## src/hdl/palette_flash_fade_engine_unit_macros.svh

```systemverilog
// Assertion macros used by the controller RTL file of the palette effect engine.
`ifndef PALETTE_FLASH_FADE_ENGINE_UNIT_MACROS_SVH
`define PALETTE_FLASH_FADE_ENGINE_UNIT_MACROS_SVH
`ifndef NO_ASSERTIONS
`define PFFE_ASSERT_SAME(label, ante, cons) \
  label: assert property (@(posedge clk) disable iff (!rst_n) (ante) |-> (cons)) \
    else $error("pffe assertion failed");
`define PFFE_ASSERT_NEXT(label, ante, cons) \
  label: assert property (@(posedge clk) disable iff (!rst_n) (ante) |=> (cons)) \
    else $error("pffe assertion failed");
`else
`define PFFE_ASSERT_SAME(label, ante, cons)
`define PFFE_ASSERT_NEXT(label, ante, cons)
`endif
`endif

```

## src/hdl/pffe_pkg.sv

```systemverilog
package pffe_pkg;

  localparam int SLOT_COUNT   = 16;
  localparam int PALETTE_SIZE = 512;

  localparam int SLOT_IW = $clog2(SLOT_COUNT);
  localparam int PAL_AW  = $clog2(PALETTE_SIZE);

  localparam int CMD_W   = 3;
  localparam int SLOT_W  = 4;
  localparam int IDX_W   = 9;
  localparam int COLOR_W = 15;
  localparam int CNT_W   = 8;
  localparam int HALF_W  = 6;
  localparam int CHAN_W  = 5;
  localparam int CHAN_N  = 3;
  localparam int CHAN_MAX = (1 << CHAN_W) - 1;

  typedef logic [CMD_W-1:0] cmd_t;
  localparam cmd_t CMD_WR_ORIG  = 3'd0;
  localparam cmd_t CMD_WR_SHOWN = 3'd1;
  localparam cmd_t CMD_RD_SHOWN = 3'd2;
  localparam cmd_t CMD_ADD      = 3'd3;
  localparam cmd_t CMD_REMOVE   = 3'd4;
  localparam cmd_t CMD_FADE     = 3'd5;
  localparam cmd_t CMD_FLASH    = 3'd6;
  localparam cmd_t CMD_START    = 3'd7;

  typedef logic [1:0] phase_t;
  localparam phase_t PH_IDLE = 2'd0;
  localparam phase_t PH_OUT  = 2'd1;
  localparam phase_t PH_BACK = 2'd2;

  typedef struct packed {
    logic               we;
    logic [PAL_AW-1:0]  waddr;
    logic [COLOR_W-1:0] wdata;
    logic               re;
    logic [PAL_AW-1:0]  raddr;
  } pal_req_t;

  typedef struct packed {
    logic [COLOR_W-1:0] read_color;
    logic               status;
    logic               half_done;
  } res_t;

  function automatic logic [PAL_AW-1:0] pal_wrap(input logic [IDX_W-1:0] v);
    logic [IDX_W:0] w;
    w = {1'b0, v};
    if (w >= (IDX_W+1)'(PALETTE_SIZE)) begin
      w = w - (IDX_W+1)'(PALETTE_SIZE);
    end
    return w[PAL_AW-1:0];
  endfunction

  function automatic logic [CHAN_W-1:0] fade_chan(input logic [CHAN_W-1:0] cur,
                                                  input logic [CHAN_W-1:0] orig,
                                                  input logic back,
                                                  input logic down);
    logic [CHAN_W-1:0] res;
    res = cur;
    if (!back) begin
      if (down) begin
        if (cur != '0) res = cur - 1'b1;
      end else begin
        if (cur != CHAN_W'(CHAN_MAX)) res = cur + 1'b1;
      end
    end else begin
      if (down) begin
        if (cur > orig) res = cur - 1'b1;
      end else begin
        if (cur < orig) res = cur + 1'b1;
      end
    end
    return res;
  endfunction

  function automatic logic [COLOR_W-1:0] fade_color(input logic [COLOR_W-1:0] cur,
                                                    input logic [COLOR_W-1:0] orig,
                                                    input logic back,
                                                    input logic down);
    logic [COLOR_W-1:0] res;
    res = '0;
    for (int ch = 0; ch < CHAN_N; ch++) begin
      res[ch*CHAN_W +: CHAN_W] = fade_chan(cur[ch*CHAN_W +: CHAN_W],
                                           orig[ch*CHAN_W +: CHAN_W], back, down);
    end
    return res;
  endfunction

endpackage

```

## src/hdl/pffe_ctrl.sv

```systemverilog
`include "palette_flash_fade_engine_unit_macros.svh"

module pffe_ctrl
  import pffe_pkg::*;
(
  input  logic               clk,
  input  logic               rst_n,
  input  logic               in_valid,
  output logic               in_ready,
  input  logic [CMD_W-1:0]   in_command,
  input  logic [SLOT_W-1:0]  in_slot,
  input  logic [IDX_W-1:0]   in_color_index,
  input  logic [COLOR_W-1:0] in_color,
  input  logic [IDX_W-1:0]   in_first_color,
  input  logic [CNT_W-1:0]   in_color_count,
  input  logic [HALF_W-1:0]  in_fade_cycles,
  input  logic               in_start_darker,
  input  logic               in_clear_all,
  output logic               out_valid,
  input  logic               out_ready,
  output logic [COLOR_W-1:0] out_read_color,
  output logic               out_status,
  output logic               out_half_done,
  output pal_req_t           sh_req,
  output pal_req_t           or_req,
  input  logic [COLOR_W-1:0] sh_rdata,
  input  logic [COLOR_W-1:0] or_rdata
);

  localparam logic [1:0] ST_IDLE = 2'd0;
  localparam logic [1:0] ST_RDW  = 2'd1;
  localparam logic [1:0] ST_RUN  = 2'd2;
  localparam logic [1:0] ST_FIN  = 2'd3;

  logic [1:0] state_r, state_nxt;
  res_t       pend_r, pend_nxt;
  res_t       out_r;
  logic       out_valid_r;
  logic       out_load;

  logic [SLOT_COUNT-1:0] in_use_r;
  logic [SLOT_COUNT-1:0] down_r;
  phase_t                phase_r [SLOT_COUNT];
  logic [HALF_W-1:0]     step_r  [SLOT_COUNT];
  logic [HALF_W-1:0]     half_r  [SLOT_COUNT];
  logic [COLOR_W-1:0]    flash_r [SLOT_COUNT];
  logic [PAL_AW-1:0]     first_r [SLOT_COUNT];
  logic [CNT_W-1:0]      count_r [SLOT_COUNT];

  logic [SLOT_IW-1:0] cur_slot_r;
  logic [PAL_AW-1:0]  addr_r, addr_nxt;
  logic [PAL_AW-1:0]  wr_addr_r;
  logic [CNT_W-1:0]   iss_r, iss_nxt;
  logic [CNT_W-1:0]   cnt_r;
  logic               rd_vld_r, rd_vld_nxt;
  logic               run_flash_r;
  phase_t             run_phase_r;
  logic               run_down_r;
  logic [COLOR_W-1:0] run_col_r;
  logic [HALF_W-1:0]  run_step_r;
  logic [HALF_W-1:0]  run_half_r;

  logic               acc;
  logic [SLOT_IW-1:0] sidx;
  logic               ok;
  logic               active;
  logic               do_add, do_remove, do_clear, do_start, start_run, fin_step;
  logic               half_end;

  assign acc      = in_valid && in_ready;
  assign in_ready = (state_r == ST_IDLE);
  assign sidx     = in_slot[SLOT_IW-1:0];
  assign ok       = (SLOT_W+1)'(in_slot) < (SLOT_W+1)'(SLOT_COUNT);
  assign active   = in_use_r[sidx] && (phase_r[sidx] == PH_OUT || phase_r[sidx] == PH_BACK);
  assign half_end = run_flash_r || (run_step_r == run_half_r);
  assign out_load = (state_r == ST_FIN) && (!out_valid_r || out_ready);

  always_comb begin
    state_nxt  = state_r;
    pend_nxt   = pend_r;
    addr_nxt   = addr_r;
    iss_nxt    = iss_r;
    rd_vld_nxt = 1'b0;
    sh_req     = '0;
    or_req     = '0;
    do_add     = 1'b0;
    do_remove  = 1'b0;
    do_clear   = 1'b0;
    do_start   = 1'b0;
    start_run  = 1'b0;
    fin_step   = 1'b0;
    case (state_r)
      ST_IDLE: begin
        if (acc) begin
          pend_nxt  = '0;
          state_nxt = ST_FIN;
          case (in_command)
            CMD_WR_ORIG: begin
              or_req.we    = 1'b1;
              or_req.waddr = pal_wrap(in_color_index);
              or_req.wdata = in_color;
            end
            CMD_WR_SHOWN: begin
              sh_req.we    = 1'b1;
              sh_req.waddr = pal_wrap(in_color_index);
              sh_req.wdata = in_color;
            end
            CMD_RD_SHOWN: begin
              sh_req.re    = 1'b1;
              sh_req.raddr = pal_wrap(in_color_index);
              state_nxt    = ST_RDW;
            end
            CMD_ADD: begin
              if (!ok || in_use_r[sidx]) pend_nxt.status = 1'b1;
              else do_add = 1'b1;
            end
            CMD_REMOVE: begin
              if (!ok || !in_use_r[sidx]) pend_nxt.status = 1'b1;
              else do_remove = 1'b1;
            end
            CMD_FADE, CMD_FLASH: begin
              if (!ok || !active) begin
                pend_nxt.status = 1'b1;
              end else begin
                start_run = 1'b1;
                addr_nxt  = first_r[sidx];
                iss_nxt   = '0;
                state_nxt = ST_RUN;
              end
            end
            CMD_START: begin
              if (in_clear_all) do_clear = 1'b1;
              else if (!ok || !in_use_r[sidx]) pend_nxt.status = 1'b1;
              else if (phase_r[sidx] == PH_IDLE) do_start = 1'b1;
            end
            default: begin
              pend_nxt.status = 1'b1;
            end
          endcase
        end
      end
      ST_RDW: begin
        pend_nxt.read_color = sh_rdata;
        state_nxt           = ST_FIN;
      end
      ST_RUN: begin
        if (iss_r != cnt_r) begin
          sh_req.re    = 1'b1;
          sh_req.raddr = addr_r;
          or_req.re    = 1'b1;
          or_req.raddr = addr_r;
          rd_vld_nxt   = 1'b1;
          iss_nxt      = iss_r + 1'b1;
          addr_nxt     = (addr_r == PAL_AW'(PALETTE_SIZE - 1)) ? '0 : addr_r + 1'b1;
        end
        if (rd_vld_r) begin
          sh_req.we    = 1'b1;
          sh_req.waddr = wr_addr_r;
          if (run_flash_r) begin
            sh_req.wdata = (run_phase_r == PH_OUT) ? run_col_r : or_rdata;
          end else begin
            sh_req.wdata = fade_color(sh_rdata, or_rdata, run_phase_r == PH_BACK, run_down_r);
          end
        end
        if (iss_r == cnt_r && !rd_vld_r) begin
          fin_step           = 1'b1;
          pend_nxt.half_done = half_end;
          state_nxt          = ST_FIN;
        end
      end
      ST_FIN: begin
        if (out_load) state_nxt = ST_IDLE;
      end
      default: begin
        state_nxt = ST_IDLE;
      end
    endcase
  end

  always_ff @(posedge clk) begin
    if (!rst_n) begin
      state_r     <= ST_IDLE;
      iss_r       <= '0;
      cnt_r       <= '0;
      rd_vld_r    <= 1'b0;
      out_valid_r <= 1'b0;
    end else begin
      state_r  <= state_nxt;
      iss_r    <= iss_nxt;
      rd_vld_r <= rd_vld_nxt;
      if (start_run) cnt_r <= count_r[sidx];
      if (out_load) out_valid_r <= 1'b1;
      else if (out_ready) out_valid_r <= 1'b0;
    end
  end

  always_ff @(posedge clk) begin
    pend_r    <= pend_nxt;
    addr_r    <= addr_nxt;
    wr_addr_r <= addr_r;
    if (out_load) out_r <= pend_r;
    if (start_run) begin
      cur_slot_r  <= sidx;
      run_flash_r <= (in_command == CMD_FLASH);
      run_phase_r <= phase_r[sidx];
      run_down_r  <= down_r[sidx];
      run_col_r   <= flash_r[sidx];
      run_step_r  <= step_r[sidx];
      run_half_r  <= half_r[sidx];
    end
  end

  always_ff @(posedge clk) begin
    if (!rst_n) begin
      in_use_r <= '0;
      for (int i = 0; i < SLOT_COUNT; i++) phase_r[i] <= PH_IDLE;
    end else begin
      if (do_clear) begin
        in_use_r <= '0;
        for (int i = 0; i < SLOT_COUNT; i++) phase_r[i] <= PH_IDLE;
      end
      if (do_add) begin
        in_use_r[sidx] <= 1'b1;
        phase_r[sidx]  <= PH_IDLE;
      end
      if (do_remove) begin
        in_use_r[sidx] <= 1'b0;
        phase_r[sidx]  <= PH_IDLE;
      end
      if (do_start) phase_r[sidx] <= PH_OUT;
      if (fin_step && half_end) begin
        phase_r[cur_slot_r] <= (run_phase_r == PH_OUT) ? PH_BACK : PH_OUT;
      end
    end
  end

  always_ff @(posedge clk) begin
    if (do_add) begin
      step_r[sidx]  <= '0;
      down_r[sidx]  <= in_start_darker;
      flash_r[sidx] <= in_color;
      first_r[sidx] <= pal_wrap(in_first_color);
      count_r[sidx] <= in_color_count;
      half_r[sidx]  <= in_fade_cycles;
    end
    if (fin_step && !run_flash_r) begin
      if (half_end) begin
        step_r[cur_slot_r] <= '0;
        down_r[cur_slot_r] <= !run_down_r;
      end else begin
        step_r[cur_slot_r] <= run_step_r + 1'b1;
      end
    end
  end

  assign out_valid      = out_valid_r;
  assign out_read_color = out_r.read_color;
  assign out_status     = out_r.status;
  assign out_half_done  = out_r.half_done;

  // The read pipeline must be drained before the next beat can be taken.
  `PFFE_ASSERT_SAME(a_idle_drained, state_r == ST_IDLE, !rd_vld_r)
  `PFFE_ASSERT_SAME(a_issue_bound, state_r == ST_RUN, iss_r <= cnt_r)
  `PFFE_ASSERT_NEXT(a_fin_holds, state_r == ST_FIN && out_valid_r && !out_ready,
                    state_r == ST_FIN)
  `PFFE_ASSERT_SAME(a_run_write, sh_req.we && state_r == ST_RUN, rd_vld_r)

endmodule

```

## config.mk

```make
export PLATFORM = sky130hd
export DESIGN_NAME = pffe_ctrl
export DESIGN_NICKNAME = d
export VERILOG_FILES = /design/src/hdl/pffe_pkg.sv /design/src/hdl/pffe_ctrl.sv
export VERILOG_INCLUDE_DIRS = /design/src /design/src/hdl
export SDC_FILE = /design/constraint.sdc
export NUM_CORES = 1
export LEC_CHECK = 0
export ABC_CLOCK_PERIOD_IN_PS = 15310
export BUFFER_PORTS_ARGS = -buffer_cell sky130_fd_sc_hd__buf_4
export CORE_ASPECT_RATIO = 1.1
export CORE_MARGIN = 4
export CORE_UTILIZATION = 45
export CTS_CLUSTER_DIAMETER = 60
export CTS_CLUSTER_SIZE = 25
export DETAILED_ROUTE_END_ITERATION = 12
export PLACE_DENSITY = 0.68
export SYNTH_ARGS = -nofsm -noshare
export SYNTH_HDL_FRONTEND = slang
export SYNTH_SLANG_ARGS = --single-unit
```

## constraint.sdc

```tcl
create_clock -name clk -period 15.31 [get_ports clk]
set_clock_uncertainty 0.15 [all_clocks]
set_input_delay 0 -clock clk [delete_from_list [all_inputs] [get_ports clk]]
set_output_delay 0 -clock clk [all_outputs]
set_load 0.02 [all_outputs]
```

==> summary.txt <==
Cells and area
  – Layout cells sized above 1: between 20% and 30%
  – Register area: around 26000 um^2
  – Area of the multi-input gates: about 11000 um^2
  – Antenna Cells: 0
  – Commonest non-fill, non-tap cells in the layout: edfxtp_1 (814), mux4_2 (242), buf_4 (209), nand2_1 (124), nor2_1 (101)
  – Final design utilization: a little over half
  – Layout Nets: 2438
  – Design area: between 40000 and 50000 um^2
  – Fill cell count: around 6400
  – P&R area growth vs syn: 14.0%
  – Commonest non-fill, non-tap cell in the layout: edfxtp_1

Worst setup path
  – Worst setup EP type: flop
  – Worst setup SP type: primary input
  – CP Cell Sequence: dlygate4sd3_1 -> buf_8 -> buf_12 -> mux4_2 -> or4_1 -> nor2_4 -> buf_4 -> mux2_2 -> a21oi_1 -> a31oi_1
  – Slowest CP cell: buf_12
  – Crit Path Class: in -> reg
  – CP required: between 15 and 20 ns
  – Largest incremental delay on the critical path: 0.78 ns
  – Worst EP arrival: roughly 5.2 ns
  – Worst-path fanout max: 124

Drt
  – Post-route ant nets: 0
  – Initial DRC Count: approximately 2200
  – Vias per cell: ~6
  – Final WL: 88400 um
  – WL/cell: 25.9 um
  – Via count: slightly above 20000
  – Drt first pass iters: 5
  – Drc violations: 0

Synthesis
  – Top FF cell, synth: edfxtp_1
  – Synth Instances: 2098
  – Post-synth EDFFs: 814
  – Post-synthesis sequential area ratio: 69.5%
  – Synth warnings: 0
  – Mapped Nets: ~2200
  – Netlist cell types: 67
  – Mapped cell area: approximately 37000 um^2
  – Asr flop ratio synth: 0%
  – Synthesized area per cell: 17.6 um^2
  – Register bit count reported by yosys: about 880

Placed design
  – DP Area: around 40000 um^2
  – DP Wirelength: between 50000 and 60000 um
  – Final GP Congestion: roughly 0.86
  – I/O Buffers: between 150 and 200

Clock network
  – Clock-pin slew on the worst setup and hold paths: 0.09 ns
  – CTS max path bufs: 3
  – Num CTS Buffers: 54
  – Clock root buffer: clkbuf_16
  – Post-CTS Setup Inserts: 0
  – Clk sinks: just under 900
  – Post-CTS resize count: 0
  – Clk_lat worst skew: between 0.6 and 0.7 ns
  – Number of H-tree levels: 2
  – CTS tree: built

Status
  – Status: finished clean

Global route
  – Vias in the first global route: roughly 21000
  – Gr ovfl total: 0
  – First-pass GRT wire length: 132000 um
  – Largest net degree at the start of global routing: around 130
  – GRT Overall Usage: 20.3%
  – Initial antenna violation count: 2

Power
  – Sequential cell fraction of total power: between 50% and 60%
  – Sw Ratio: approximately a quarter
  – Psw: 0.00115 W
  – Leakage: roughly 14 nW
  – Pwr dens: about 110 nW/um^2
  – Int Pwr: 0.00366 W
  – Max VDD drop: about 0.11 mV
  – Clock Power Share: 34.1%
  – Combinational share of power: under 10%

Floorplanning
  – Core ar.: 80900 um^2
  – DIE WIDTH: roughly 280 um
  – Row count: ~110
  – I/O pins: 179
  – Die footprint: 86800 um^2
  – Initial Util: approximately 46%
  – Die Y: just over 300 um

Timing
  – Post-layout min period: 4.90 ns
  – Final Hold Viols: 0
  – Setup TNS: 0 ns
  – Worst Tran Pin Value: around 1.4 ns
  – Slew margin rel.: a little over 5%
  – Final Cycle Share: 32.0%
  – RSZ-0062 raised after global routing: false
  – Final setup fails: 0
  – Hold slack: between 0.05 and 0.06 ns
  – Final count of pins violating max slew: 0
  – FMAX: slightly above 200 MHz

Min path
  – HP Class: in -> reg

Flow run
  – Number of max-cap violations: 0
==> critical path, delay by kind of cell <==
kind,cells,cell delay (ns)
AND/OR/NAND/NOR,2,1.40
AO/OA/AOI/OAI,2,0.16
multiplexers,2,0.97
buffers and inverters,4,2.49
==> registers in the layout, summed over array words and instances (netlist names), 9 cells and up <==
register        cells
out_read_color     15
run_col_r          15
down_r             16
in_use_r           16
addr_r              9
first_r           144
flash_r           240
wr_addr_r           9
phase_r            32
step_r             96
half_r             96
count_r           128
pend_r             17
==> power by group through the flow <==
stage               combinational, W  clock, W  sequential [W]
finish                      0.000449   0.00164         0.00272
CTS                         0.000450   0.00167         0.00273
floorplan                   0.000261         0         0.00278
global route                0.000487   0.00177         0.00273
global placement            0.000422         0         0.00278
detailed placement          0.000434         0         0.00278
==> cell families after synthesis <==
family | count (synthesis) | share of synthesized area [%]
xor+xnor | 38 | 0.901
buf+inv | 166 | 1.78
simple gates | 432 | 5.61
mux | 312 | 16.8
compound gates | 238 | 4.24
fa+ha+maj | 37 | 1.25
flops | 875 | 69.5
==> timing repair <==
action,CTS,global route
endpoints found under the hold margin,740,0
hold buffers,66,0
endpoints found under the setup margin,0,0
==> cells in the mapped netlist (4+ instances only) <==
| master | count | area [um^2] |
|---|---|---|
| edfxtp_1 | 814 | 24400 |
| clkbuf_1 | 86 | 323 |
| nor2b_1 | 17 | 106 |
| o21ai_0 | 36 | 180 |
| inv_1 | 41 | 154 |
| a31oi_1 | 18 | 113 |
| nand2b_1 | 23 | 144 |
| dfxtp_1 | 61 | 1220 |
| nand2_1 | 124 | 465 |
| and2_1 | 47 | 294 |
| xnor2_1 | 17 | 149 |
| mux4_2 | 242 | 5450 |
| mux2i_1 | 42 | 420 |
| o21a_1 | 7 | 52.6 |
| a22o_1 | 9 | 78.8 |
| mux2_2 | 27 | 304 |
| or2_2 | 9 | 56.3 |
| o22ai_1 | 7 | 43.8 |
| nor3_1 | 20 | 100 |
| a21oi_1 | 75 | 375 |
| clkinv_1 | 4 | 15.0 |
| o211ai_1 | 13 | 97.6 |
| nor2_1 | 112 | 420 |
| a2bb2oi_1 | 4 | 35.0 |
| and3_1 | 14 | 87.6 |
| xor2_1 | 21 | 184 |
| nor4_1 | 22 | 138 |
| o31ai_1 | 7 | 52.6 |
| or3_1 | 10 | 62.6 |
| ha_1 | 37 | 463 |
| a211oi_1 | 19 | 143 |
| nand3_1 | 24 | 120 |
| a221o_1 | 4 | 40.0 |
| buf_2 | 7 | 35.0 |
| buf_1 | 24 | 90.1 |
| a21o_1 | 12 | 90.1 |
==> per-stage QoR <==
step | power, W | worst slack, ns | instances
detailed placement | 0.00321 | 10.21 | 3242
CTS | 0.00485 | 10.29 | 3408
global placement | 0.00320 | 10.22 | 3242
floorplan | 0.00304 | 8.77 | 2098
global route | 0.00499 | 10.02 | 3409
finish | 0.00481 | 10.41 | 3409
==> metal layers <==
metal / global-route usage, % / part of all wire, % / vias up / wire (um)
met2: 33.1 / 48 / 876 / 42800
li1: - / - / 8797 / -
met4: 5.32 / 2.4 / 0 / 2160
met5: 0 / 0 / - / 0
met1: 28.2 / 40 / 10600 / 35700
met3: 4.39 / 8.8 / 123 / 7790
==> layout make-up <==
| type | instances | share of cell area [%] |
|---|---|---|
| tap | 1054 | 3.13 |
| clock buffer | 59 | 3.25 |
| timing repair buffer | 278 | 5.41 |
| multi-input combinational | 1057 | 25.5 |
| clock inverter | 41 | 1.40 |
| inverter | 45 | 0.401 |
| sequential | 875 | 60.9 |
==> path summary, 6_finish.rpt <==
kind / slack, ns / start / cells past startpoint / to
setup / recovery: 10.41 / in_slot[0] / 10 / down_r[9]$_DFF_P_
hold / removal: 0.06 / in_slot[3] / 2 / run_col_r[9]$_DFFE_PP_
setup reg to reg: 11.15 / state_r[0]$_SDFFE_PN0P_ / 7 / phase_r[3][0]$_SDFFCE_PN0P_
hold reg to reg: 0.27 / pend_r[13]$_DFFE_PP_ / 0 / out_read_color[11]$_DFFE_PP_
(Power assumes the default switching activity.)
